### src/hdl/owss_pkg.sv
// Package for the 1-Wire slave slot engine: phase encoding, command codes,
// register indexes and fixed protocol timing constants. No dependencies.
`default_nettype none
package owss_pkg;

   typedef enum logic [3:0] {
      PH_IDLE, PH_RST, PH_RD_EDGE, PH_RD_DELAY, PH_RD_HOLD, PH_RD_REL,
      PH_WR_EDGE, PH_WR_ZERO, PH_WR_CHECK, PH_WR_REC, PH_CMP_SAMPLE,
      PH_CMP_HOLD, PH_CMP_REL, PH_SR_DRIVE, PH_SR_GAP, PH_SR_EDGE
   } phase_type;

   typedef enum logic [2:0] {
      ACT_TICK, ACT_RESET, ACT_READ, ACT_LATE_READ, ACT_WRITE, ACT_MATCH,
      ACT_SEARCH, ACT_UNUSED
   } action_type;

   localparam logic [2:0] REG_RD_SAMPLE  = 3'd0;
   localparam logic [2:0] REG_RD_HOLD    = 3'd1;
   localparam logic [2:0] REG_LATE_LEAD  = 3'd2;
   localparam logic [2:0] REG_ZERO_LOW   = 3'd3;
   localparam logic [2:0] REG_ONE_CHECK  = 3'd4;
   localparam logic [2:0] REG_WR_TIMEOUT = 3'd5;
   localparam logic [2:0] REG_RST_MIN    = 3'd6;
   localparam logic [2:0] REG_MATCH_DLY  = 3'd7;

   localparam logic [15:0] SAMPLE_PERIOD = 16'd10;
   localparam logic [5:0]  SAMPLE_LIMIT  = 6'd50;
   localparam logic [15:0] ZERO_RECOVERY = 16'd16;
   localparam logic [15:0] ONE_RECOVERY  = 16'd22;
   localparam logic [15:0] SEARCH_DRIVE  = 16'd17;
   localparam logic [15:0] SEARCH_GAP    = 16'd35;
   localparam logic [15:0] SEARCH_ONE    = 16'd55;
   localparam logic [15:0] HOLD_TIME     = 16'd35;
   localparam logic [15:0] RELEASE_LIMIT = 16'd50;

   typedef struct packed {
      logic [7:0]  rd_sample;
      logic [7:0]  rd_hold;
      logic [7:0]  late_lead;
      logic [7:0]  zero_low;
      logic [7:0]  one_check;
      logic [15:0] wr_timeout;
      logic [5:0]  rst_min;
      logic [7:0]  match_dly;
   } cfg_type;

   typedef struct packed {
      logic       drive_low;
      logic       busy;
      logic       done;
      logic       success;
      logic [7:0] rx_byte;
   } result_type;

endpackage
`default_nettype wire

### src/hdl/owss_regs.sv
// Configuration register file for the 1-Wire slave slot engine.
// Depends on owss_pkg for the register indexes and the cfg_type struct.
`default_nettype none
module owss_regs (
   input  wire logic             clock,
   input  wire logic             reset,
   input  wire logic             wr_en,
   input  wire logic [2:0]       wr_index,
   input  wire logic [15:0]      wr_data,
   output owss_pkg::cfg_type     cfg
);
   owss_pkg::cfg_type cfg_ff;

   always_ff @(posedge clock) begin
      if (reset) begin
         cfg_ff.rd_sample  <= 8'd20;
         cfg_ff.rd_hold    <= 8'd15;
         cfg_ff.late_lead  <= 8'd20;
         cfg_ff.zero_low   <= 8'd28;
         cfg_ff.one_check  <= 8'd22;
         cfg_ff.wr_timeout <= 16'd20400;
         cfg_ff.rst_min    <= 6'd10;
         cfg_ff.match_dly  <= 8'd10;
      end else if (wr_en) begin
         case (wr_index)
            owss_pkg::REG_RD_SAMPLE:  cfg_ff.rd_sample  <= wr_data[7:0];
            owss_pkg::REG_RD_HOLD:    cfg_ff.rd_hold    <= wr_data[7:0];
            owss_pkg::REG_LATE_LEAD:  cfg_ff.late_lead  <= wr_data[7:0];
            owss_pkg::REG_ZERO_LOW:   cfg_ff.zero_low   <= wr_data[7:0];
            owss_pkg::REG_ONE_CHECK:  cfg_ff.one_check  <= wr_data[7:0];
            owss_pkg::REG_WR_TIMEOUT: cfg_ff.wr_timeout <= wr_data;
            owss_pkg::REG_RST_MIN:    cfg_ff.rst_min    <= wr_data[5:0];
            owss_pkg::REG_MATCH_DLY:  cfg_ff.match_dly  <= wr_data[7:0];
            default: ;
         endcase
      end
   end

   assign cfg = cfg_ff;
endmodule
`default_nettype wire

### src/hdl/owss_core.sv
// Slot state machine of the 1-Wire slave engine: one tick per accepted
// transaction. Depends on owss_pkg for phases, codes, constants and structs.
`default_nettype none
module owss_core (
   input  wire logic               clock,
   input  wire logic               reset,
   input  wire logic               step,
   input  wire logic [2:0]         action,
   input  wire logic               line_high,
   input  wire logic [7:0]         tx_byte,
   input  wire logic               tx_bit,
   input  wire owss_pkg::cfg_type  cfg,
   output owss_pkg::result_type    res
);
   owss_pkg::phase_type phase_ff, phase_in;
   logic [15:0] timer_ff, timer_in;
   logic [3:0]  bits_ff, bits_in;
   logic [7:0]  rxs_ff, rxs_in, txs_ff, txs_in;
   logic        exp_ff, exp_in;
   logic [5:0]  samp_ff, samp_in;

   logic [15:0] tinc, d;
   logic        reached, sval, sval_next;
   logic [3:0]  bits_p1;
   logic [5:0]  samp_p1;
   logic [7:0]  late_d;

   always_comb begin
      tinc    = timer_ff + 16'd1;
      bits_p1 = bits_ff + 4'd1;
      samp_p1 = samp_ff + 6'd1;
      sval    = (bits_ff == 4'd0) ? exp_ff : ~exp_ff;
      late_d  = (cfg.rd_sample > cfg.late_lead) ? (cfg.rd_sample - cfg.late_lead) : 8'd0;
      case (phase_ff)
         owss_pkg::PH_RST:        d = owss_pkg::SAMPLE_PERIOD;
         owss_pkg::PH_RD_DELAY:   d = {8'd0, (bits_ff == 4'd0 && exp_ff) ? late_d
                                                                          : cfg.rd_sample};
         owss_pkg::PH_RD_HOLD:    d = {8'd0, cfg.rd_hold};
         owss_pkg::PH_WR_EDGE:    d = cfg.wr_timeout;
         owss_pkg::PH_WR_ZERO:    d = {8'd0, cfg.zero_low};
         owss_pkg::PH_WR_CHECK:   d = {8'd0, cfg.one_check};
         owss_pkg::PH_WR_REC:     d = exp_ff ? owss_pkg::ONE_RECOVERY
                                             : owss_pkg::ZERO_RECOVERY;
         owss_pkg::PH_CMP_SAMPLE: d = {8'd0, cfg.match_dly};
         owss_pkg::PH_CMP_HOLD:   d = owss_pkg::HOLD_TIME;
         owss_pkg::PH_CMP_REL:    d = owss_pkg::RELEASE_LIMIT;
         owss_pkg::PH_SR_DRIVE:   d = owss_pkg::SEARCH_DRIVE;
         owss_pkg::PH_SR_GAP:     d = sval ? owss_pkg::SEARCH_ONE : owss_pkg::SEARCH_GAP;
         default:                 d = 16'd0;
      endcase
      reached = tinc >= d;
   end

   // Next state.
   always_comb begin
      phase_in = phase_ff; timer_in = timer_ff; bits_in = bits_ff;
      rxs_in = rxs_ff; txs_in = txs_ff; exp_in = exp_ff; samp_in = samp_ff;
      sval_next = 1'b0;
      case (phase_ff)
         owss_pkg::PH_IDLE: begin
            timer_in = 16'd0;
            bits_in  = 4'd0;
            case (owss_pkg::action_type'(action))
               owss_pkg::ACT_RESET: begin
                  samp_in = 6'd0; phase_in = owss_pkg::PH_RST;
               end
               owss_pkg::ACT_READ: begin
                  rxs_in = 8'd0; exp_in = 1'b0; phase_in = owss_pkg::PH_RD_EDGE;
               end
               owss_pkg::ACT_LATE_READ: begin
                  rxs_in = 8'd0; exp_in = 1'b1; phase_in = owss_pkg::PH_RD_DELAY;
               end
               owss_pkg::ACT_WRITE: begin
                  txs_in = tx_byte; phase_in = owss_pkg::PH_WR_EDGE;
               end
               owss_pkg::ACT_MATCH: begin
                  exp_in = tx_bit; phase_in = owss_pkg::PH_CMP_SAMPLE;
               end
               owss_pkg::ACT_SEARCH: begin
                  exp_in = tx_bit;
                  phase_in = tx_bit ? owss_pkg::PH_SR_GAP : owss_pkg::PH_SR_DRIVE;
               end
               default: ;
            endcase
         end
         owss_pkg::PH_RST: begin
            timer_in = tinc;
            if (reached) begin
               timer_in = 16'd0;
               if (line_high) phase_in = owss_pkg::PH_IDLE;
               else begin
                  samp_in = samp_p1;
                  if (samp_p1 >= owss_pkg::SAMPLE_LIMIT) phase_in = owss_pkg::PH_IDLE;
               end
            end
         end
         owss_pkg::PH_RD_EDGE:
            if (!line_high) begin
               timer_in = 16'd0; phase_in = owss_pkg::PH_RD_DELAY;
            end
         owss_pkg::PH_RD_DELAY: begin
            timer_in = tinc;
            if (reached) begin
               if (line_high) rxs_in = rxs_ff | (8'd1 << bits_ff[2:0]);
               timer_in = 16'd0; phase_in = owss_pkg::PH_RD_HOLD;
            end
         end
         owss_pkg::PH_RD_HOLD, owss_pkg::PH_RD_REL: begin
            if (phase_ff == owss_pkg::PH_RD_HOLD) timer_in = tinc;
            if (phase_ff == owss_pkg::PH_RD_REL || reached) begin
               if (line_high) begin
                  bits_in  = bits_p1;
                  phase_in = (bits_p1 >= 4'd8) ? owss_pkg::PH_IDLE : owss_pkg::PH_RD_EDGE;
               end else phase_in = owss_pkg::PH_RD_REL;
            end
         end
         owss_pkg::PH_WR_EDGE: begin
            if (!line_high) begin
               exp_in = txs_ff[0]; timer_in = 16'd0;
               phase_in = txs_ff[0] ? owss_pkg::PH_WR_CHECK : owss_pkg::PH_WR_ZERO;
            end else if (bits_ff == 4'd0) begin
               timer_in = tinc;
               if (reached) phase_in = owss_pkg::PH_IDLE;
            end
         end
         owss_pkg::PH_WR_ZERO: begin
            timer_in = tinc;
            if (reached) begin
               timer_in = 16'd0; phase_in = owss_pkg::PH_WR_REC;
            end
         end
         owss_pkg::PH_WR_CHECK: begin
            timer_in = tinc;
            if (reached) begin
               timer_in = 16'd0;
               phase_in = line_high ? owss_pkg::PH_WR_REC : owss_pkg::PH_IDLE;
            end
         end
         owss_pkg::PH_WR_REC: begin
            timer_in = tinc;
            if (reached) begin
               txs_in = {1'b0, txs_ff[7:1]}; bits_in = bits_p1;
               phase_in = (bits_p1 >= 4'd8) ? owss_pkg::PH_IDLE : owss_pkg::PH_WR_EDGE;
            end
         end
         owss_pkg::PH_CMP_SAMPLE: begin
            timer_in = tinc;
            if (reached) begin
               timer_in = 16'd0;
               phase_in = (line_high != exp_ff) ? owss_pkg::PH_IDLE : owss_pkg::PH_CMP_HOLD;
            end
         end
         owss_pkg::PH_CMP_HOLD: begin
            timer_in = tinc;
            if (reached) begin
               timer_in = 16'd0;
               phase_in = line_high ? owss_pkg::PH_IDLE : owss_pkg::PH_CMP_REL;
            end
         end
         owss_pkg::PH_CMP_REL: begin
            if (line_high) phase_in = owss_pkg::PH_IDLE;
            else if (bits_ff != 4'd2) begin
               timer_in = tinc;
               if (reached) phase_in = owss_pkg::PH_IDLE;
            end
         end
         owss_pkg::PH_SR_DRIVE: begin
            timer_in = tinc;
            if (reached) begin
               timer_in = 16'd0; phase_in = owss_pkg::PH_SR_GAP;
            end
         end
         owss_pkg::PH_SR_GAP: begin
            timer_in = tinc;
            if (reached) phase_in = owss_pkg::PH_SR_EDGE;
         end
         owss_pkg::PH_SR_EDGE:
            if (!line_high) begin
               timer_in = 16'd0;
               if (bits_p1 == 4'd1) begin
                  bits_in = bits_p1;
                  // Second slot of the triplet carries the complement.
                  sval_next = ~exp_ff;
                  phase_in = sval_next ? owss_pkg::PH_SR_GAP : owss_pkg::PH_SR_DRIVE;
               end else begin
                  bits_in = 4'd2; phase_in = owss_pkg::PH_CMP_SAMPLE;
               end
            end
         default: phase_in = owss_pkg::PH_IDLE;
      endcase
   end

   // Outputs of this tick.
   always_comb begin
      res.drive_low = 1'b0;
      res.done      = 1'b0;
      res.success   = 1'b0;
      res.rx_byte   = 8'd0;
      case (phase_ff)
         owss_pkg::PH_IDLE:
            res.drive_low = (owss_pkg::action_type'(action) == owss_pkg::ACT_SEARCH) && !tx_bit;
         owss_pkg::PH_RST:
            if (phase_in == owss_pkg::PH_IDLE) begin
               res.done = 1'b1;
               res.success = (samp_in >= cfg.rst_min);
            end
         owss_pkg::PH_RD_HOLD, owss_pkg::PH_RD_REL:
            if (phase_in == owss_pkg::PH_IDLE) begin
               res.done = 1'b1; res.rx_byte = rxs_ff;
            end
         owss_pkg::PH_WR_EDGE: begin
            res.drive_low = !line_high && !txs_ff[0];
            res.done = (phase_in == owss_pkg::PH_IDLE);
         end
         owss_pkg::PH_WR_ZERO:   res.drive_low = !reached;
         owss_pkg::PH_SR_DRIVE:  res.drive_low = !reached;
         owss_pkg::PH_WR_CHECK:  res.done = (phase_in == owss_pkg::PH_IDLE);
         owss_pkg::PH_WR_REC:
            if (phase_in == owss_pkg::PH_IDLE) begin
               res.done = 1'b1; res.success = 1'b1;
            end
         owss_pkg::PH_CMP_SAMPLE: res.done = (phase_in == owss_pkg::PH_IDLE);
         owss_pkg::PH_CMP_HOLD, owss_pkg::PH_CMP_REL:
            if (phase_in == owss_pkg::PH_IDLE) begin
               res.done = 1'b1; res.success = line_high;
            end
         owss_pkg::PH_SR_EDGE:
            res.drive_low = !line_high && (bits_p1 == 4'd1) && exp_ff;
         default: ;
      endcase
      res.busy = (phase_in != owss_pkg::PH_IDLE);
   end

   always_ff @(posedge clock) begin
      if (reset) begin
         phase_ff <= owss_pkg::PH_IDLE;
         timer_ff <= 16'd0; bits_ff <= 4'd0; rxs_ff <= 8'd0; txs_ff <= 8'd0;
         exp_ff <= 1'b0; samp_ff <= 6'd0;
      end else if (step) begin
         phase_ff <= phase_in; timer_ff <= timer_in; bits_ff <= bits_in;
         rxs_ff <= rxs_in; txs_ff <= txs_in; exp_ff <= exp_in; samp_ff <= samp_in;
      end
   end

   assert property (@(posedge clock) disable iff (reset)
      res.done |-> !res.busy) else $error("done while still busy");
   assert property (@(posedge clock) disable iff (reset)
      (res.rx_byte != 8'd0) |-> res.done) else $error("rx byte outside done");
   assert property (@(posedge clock) disable iff (reset)
      res.success |-> res.done) else $error("success outside done");
   assert property (@(posedge clock) disable iff (reset)
      !step |=> $stable(phase_ff)) else $error("phase moved without a tick");
endmodule
`default_nettype wire

### src/hdl/onewire_slave_slot_engine_unit.sv
// Top level of the 1-Wire slave slot engine: handshakes, result register.
// Depends on owss_pkg, owss_regs and owss_core.
`default_nettype none
// Each request transaction is one one-microsecond tick carrying the sampled
// bus level and, while the engine is idle, a command: reset detect, byte
// read, late-edge byte read, byte write, match-ROM bit or search-ROM triplet.
// Every tick produces exactly one response transaction with the drive level
// for that tick, busy, done, success and the received byte. The slot state
// machine advances by one step per accepted tick, so one transaction is
// taken every clock unless the response stalls; the response sits in an
// output register, and a new tick is accepted whenever that register is
// empty or being emptied in the same cycle. Registers are written through
// the csr_ channel and should only change while idle.
module onewire_slave_slot_engine_unit (
   input  wire logic        clock,
   input  wire logic        reset,
   input  wire logic        req_valid,
   output      logic        req_ready,
   input  wire logic [2:0]  req_action,
   input  wire logic        req_line_high,
   input  wire logic [7:0]  req_tx_byte,
   input  wire logic        req_tx_bit,
   output      logic        rsp_valid,
   input  wire logic        rsp_ready,
   output      logic        rsp_drive_low,
   output      logic        rsp_busy_res,
   output      logic        rsp_done_res,
   output      logic        rsp_success,
   output      logic [7:0]  rsp_rx_byte,
   input  wire logic        csr_valid,
   output      logic        csr_ready,
   input  wire logic [2:0]  csr_index,
   input  wire logic [15:0] csr_data
);
   owss_pkg::cfg_type    cfg;
   owss_pkg::result_type res, res_ff;
   logic                 valid_ff, step;

   assign csr_ready = 1'b1;
   assign req_ready = !valid_ff || rsp_ready;
   assign step      = req_valid && req_ready;

   owss_regs u_regs (
      .clock(clock), .reset(reset), .wr_en(csr_valid), .wr_index(csr_index),
      .wr_data(csr_data), .cfg(cfg)
   );

   owss_core u_core (
      .clock(clock), .reset(reset), .step(step), .action(req_action),
      .line_high(req_line_high), .tx_byte(req_tx_byte), .tx_bit(req_tx_bit),
      .cfg(cfg), .res(res)
   );

   always_ff @(posedge clock) begin
      if (reset) valid_ff <= 1'b0;
      else if (req_ready) valid_ff <= req_valid;
   end

   always_ff @(posedge clock) begin
      if (step) res_ff <= res;
   end

   assign rsp_valid     = valid_ff;
   assign rsp_drive_low = res_ff.drive_low;
   assign rsp_busy_res  = res_ff.busy;
   assign rsp_done_res  = res_ff.done;
   assign rsp_success   = res_ff.success;
   assign rsp_rx_byte   = res_ff.rx_byte;

   assert property (@(posedge clock) disable iff (reset)
      step |=> rsp_valid) else $error("accepted tick left no response");
   assert property (@(posedge clock) disable iff (reset)
      (rsp_valid && !rsp_ready) |=> $stable(res_ff)) else $error("response changed");
   assert property (@(posedge clock) disable iff (reset)
      (rsp_valid && !rsp_ready) |-> !req_ready) else $error("overrun of response");
endmodule
`default_nettype wire
### config.mk
export PLATFORM = sky130hd
export DESIGN_NAME = onewire_slave_slot_engine_unit
export DESIGN_NICKNAME = d
export VERILOG_FILES = /design/src/hdl/owss_pkg.sv /design/src/hdl/owss_regs.sv /design/src/hdl/owss_core.sv /design/src/hdl/onewire_slave_slot_engine_unit.sv
export SDC_FILE = /design/constraint.sdc
export NUM_CORES = 1
export LEC_CHECK = 0
export BUFFER_PORTS_ARGS = -buffer_cell sky130_fd_sc_hd__buf_4
export CAP_MARGIN = 20
export CELL_PAD_IN_SITES_DETAIL_PLACEMENT = 0
export CELL_PAD_IN_SITES_GLOBAL_PLACEMENT = 1
export CORE_MARGIN = 2
export CORE_UTILIZATION = 35
export CTS_BUF_LIST = sky130_fd_sc_hd__clkbuf_4
export DETAILED_ROUTE_END_ITERATION = 6
export PLACE_DENSITY_LB_ADDON = 0.3
export SETUP_SLACK_MARGIN = 0.15
export SLEW_MARGIN = 10
export SYNTH_ARGS = -nofsm -noshare
export SYNTH_HDL_FRONTEND = slang
export SYNTH_SLANG_ARGS = --single-unit
### constraint.sdc
create_clock -name clock -period 6.1 [get_ports clock]
set_input_delay 0.305 -clock clock [delete_from_list [all_inputs] [get_ports clock]]
set_output_delay 0.305 -clock clock [all_outputs]
set_load 0.03 [all_outputs]
==> run_results.csv <==
group,metric,value,unit
status,status,"completed",
placement,gp_congestion,0.881,
floorplan,io_pins,52,
floorplan,start_util,35.8,%
global_route,grt_first_pass_wirelength,36200,µm
cts,cts_sinks,130,
yosys,synth-main-ff-cell,"dfxtp_1",
global_route,gr-total-overflow,0,
floorplan,core-area,21900,µm²
sta,setup_tns,0,ns
sta,setup_viol_count_final,0,
sta,fmax,178,MHz
sta,grt_setup_unrepaired,"no",
setup_path,crit_top_cell,"a21o_1",
sta,hold_viol,0,
pwr,powerDensity,262,nW/µm²
pwr,combPwrFrac,32.2,%
setup_path,arrival,5.93,ns
setup_path,cp_max_fo,7,
floorplan,die_h,154,µm
pwr,power_frac_seq,40.1,%
pwr,ir_worst_vdd,119,µV
cts,htree_num_levels,4,
pwr,power.leakage,3.55,nW
global_route,antenna_found_initial,1,
sta,period_share,91.9,%
placement,dp_hpwl,16400,µm
pwr,swShare,36.2,%
sta,slew_headroom,34.8,%
sta,finClkSkew,0.0242,ns
floorplan,num_rows,54,
placement,dp_cells,1283,
cts,cts_tree,"yes",
route,drc,0,
yosys,syn_area_per_cell,7.90,µm²
sta,worst_slew_pin_slew,0.977,ns
worst_hold_path,min_path_type,"input port to flip-flop",
global_route,grt_usage,19.3,%
yosys,synth_nets,1071,
cells_and_area,drive_gt1_share,13.5,%
setup_path,slowest_delay,0.47,ns
yosys,ys_seq_area_share,34.7,%
cells_and_area,final_cells,1327,
cts,clk_pin_slew_worst_paths,0.13,ns
route,avgViaCountPerCell,5.35,
cts,ctsLongestPathBuffers,2,
setup_path,cp.required,6.43,ns
setup_path,cp-end-kind,"flip-flop",
route,first_pass_iters,5,
cts,clockRootBuffer,"clkbuf_4",
cells_and_area,area_growth,13.1,%
yosys,ys_ff_latch,130,
cts,cts_setup_buffers,0,
setup_path,critical_path_class,"flip-flop to flip-flop",
yosys,synth_cell_types,83,
route,wl,23000,µm
flow_run,drv_cap,0,
global_route,grt_max_degree,75,
yosys,synth_area,7850,µm²
yosys,synthCells,993,
cts,clk_latency,0.55,ns
floorplan,die_x,154,µm
route,routedWlPerCell,17.3,µm
sta,finalWorstSetupSlack,0.493,ns
placement,io_buffers,50,
pwr,p_sw,0.842,mW
pwr,p_clk_share,27.7,%
placement,dp_slack,0.327,ns
route,drtAntennaViolNets,0,
setup_path,start_kind,"flip-flop",
yosys,synth_edf_count,12,
cells_and_area,post-route-util,40.5,%
cts,numCtsBuffers,17,
yosys,ys_warn_count,0,
setup_path,crit_slowest_cell,"or3_2",
sta,fin_crit,5.61,ns
pwr,p_int,1.48,mW
route,dr_total_vias,7095,
sta,slew_viol_final,0,
yosys,synth-async-reset-ratio,0,%
global_route,grt_pass1_vias,6667,
floorplan,die_area,23600,µm²
cells_and_area,nets,1111,
route,drt-initial-drc-count,379,
-- sequential cells by signal, indices dropped and copies added (netlist names) --
name and cells:
u_core.rxs_ff 8, u_core.phase_ff 4, u_core.bits_ff 4, u_core.timer_ff 16, u_core.samp_ff 6, u_core.exp_ff 1, u_regs.cfg 70, rsp_valid 1
rsp_busy_res 1, rsp_success 1, u_core.txs_ff 8, rsp_drive_low 1, rsp_done_res 1, rsp_rx_byte 8
-- stage by stage --
stage / power [mW] / hold WS (ns) / area, µm²
3_3_place_gp: 1.69 / 0.440 / 8430
3_5_place_dp: 1.69 / 0.446 / 8430
2_1_floorplan: 1.48 / 0.426 / 7850
4_1_cts: 2.34 / 0.00557 / 8840
6_report: 2.33 / 0.0475 / 8880
5_1_grt: 2.45 / 0.00877 / 8880
-- area by class of cell --
class	count	area [µm²]
tap	280	350
sequential	130	2720
fill	2342	13000
multi-input combinational	771	4730
inverter	29	109
clock inverter	13	160
antenna	1	2.50
timing repair buffer	84	656
clock buffer	19	143
-- Yosys cell counts (2+ instances only) --
master    instances  area share [%]
a211o_1           9             1.0
a211oi_1          9            0.86
a21o_1           16             1.5
a21oi_1          93             5.9
a221oi_1          3            0.33
a22oi_1           7            0.67
a311oi_1          8            0.89
a31o_2            3            0.33
a31oi_1          16             1.3
a41oi_1           4            0.45
and2_1            2            0.16
and3_1           17             1.4
buf_1            12            0.57
buf_2             9            0.57
clkbuf_1         32             1.5
clkbuf_2          2            0.13
clkbuf_8          5            0.88
dfxtp_1         118              30
edfxtp_1         12             4.6
ha_1             40             6.4
inv_1            28             1.3
mux2_2            3            0.43
mux2i_1          22             2.8
nand2_1         183             8.8
nand2b_1         17             1.4
nand3_1          20             1.3
nand3b_1         20             1.9
nand4_1          10            0.80
nor2_1           97             4.6
nor2b_1          13             1.0
nor3_1           10            0.64
nor3b_1           3            0.29
o211ai_1          3            0.29
o21a_1            4            0.38
o21ai_0          35             2.2
o221ai_1          3            0.33
o22ai_1           8            0.64
o31ai_1           3            0.29
o32ai_1           6            0.67
or2_2             5            0.40
or3_1             6            0.48
xnor2_1          11             1.2
xor2_1           26             2.9
-- metal layers --
metal / routed length [µm] / vias up / GRT usage (%) / part of all wire (%)
met5: 0 / - / 0 / 0
met4: 352 / 0 / 5.16 / 1.5
met3: 967 / 25 / 3.49 / 4.2
met2: 10600 / 165 / 31.1 / 46
met1: 11100 / 3331 / 26.7 / 48
li1: - / 3574 / - / -
-- repair_timing --
item                                    in CTS  in global routing
gates resized for setup                      0                  6
hold endpoints to repair                    10                  0
endpoints found under the setup margin       0                  1
hold buffers                                10                  0
-- worst max-delay path, delay by kind of cell (launching register included) --
| family | cells | cell delay (ns) |
|---|---|---|
| buf+inv | 2 | 0.13 |
| compound gates | 14 | 2.31 |
| flops | 1 | 0.33 |
| fa+ha+maj | 4 | 0.97 |
| simple gates | 9 | 1.60 |
-- worst paths after layout --
path / from / to / slack [ns] / cells after the start
worst max-delay path: u_regs.cfg[62]$_SDFFE_PP0P_ / rsp_success$_DFFE_PP_ / 0.49 / 29
worst min-delay path: csr_data[7] / u_regs.cfg[53]$_SDFFE_PP0P_ / 0.05 / 3
worst min register to register: u_regs.cfg[62]$_SDFFE_PP0P_ / u_regs.cfg[62]$_SDFFE_PP0P_ / 0.46 / 2
worst max register to register: u_regs.cfg[62]$_SDFFE_PP0P_ / rsp_success$_DFFE_PP_ / 0.49 / 29
-- logic make-up after synthesis --
| group | count (synthesis) | share of synthesized area (%) |
|---|---|---|
| xor gates and xnor gates | 37 | 4.13 |
| adders and majority gates | 41 | 6.63 |
| muxes | 25 | 3.24 |
| other | 1 | 0.0478 |
| and+or+nand+nor | 420 | 25.3 |
| buffers and inverters | 92 | 5.50 |
| AOI/OAI and AO/OA | 247 | 20.4 |
| DFF | 130 | 34.7 |
-- cell usage in the layout, fill, tap and decap left out, drive strengths merged, types with 5 or more instances in the layout --
cell	instances
a22oi	7
a211o	9
a311oi	8
nand2	183
o22ai	8
buf	73
dlygate4sd3	10
a31oi	16
nand2b	18
inv	30
nor2b	13
clkinv	8
a21oi	93
and2	5
dfxtp	118
nor2	97
a211oi	10
xor2	26
nand3b	20
o21ai	36
nand4	10
nor3	12
and3	17
or2	5
a21o	16
ha	40
edfxtp	12
xnor2	11
or3	7
clkbuf	20
o32ai	6
nand3	20
mux2i	22
-- power by group through the flow --
stage	clock network, mW	logic [mW]	registers (mW)
final	0.644	0.749	0.933
after global routing	0.702	0.814	0.937
after CTS	0.666	0.742	0.932
after detailed placement	0	0.734	0.951
after global placement	0	0.739	0.951
after floorplan	0	0.537	0.945
Note: power is estimated with default switching activity, not from simulation.
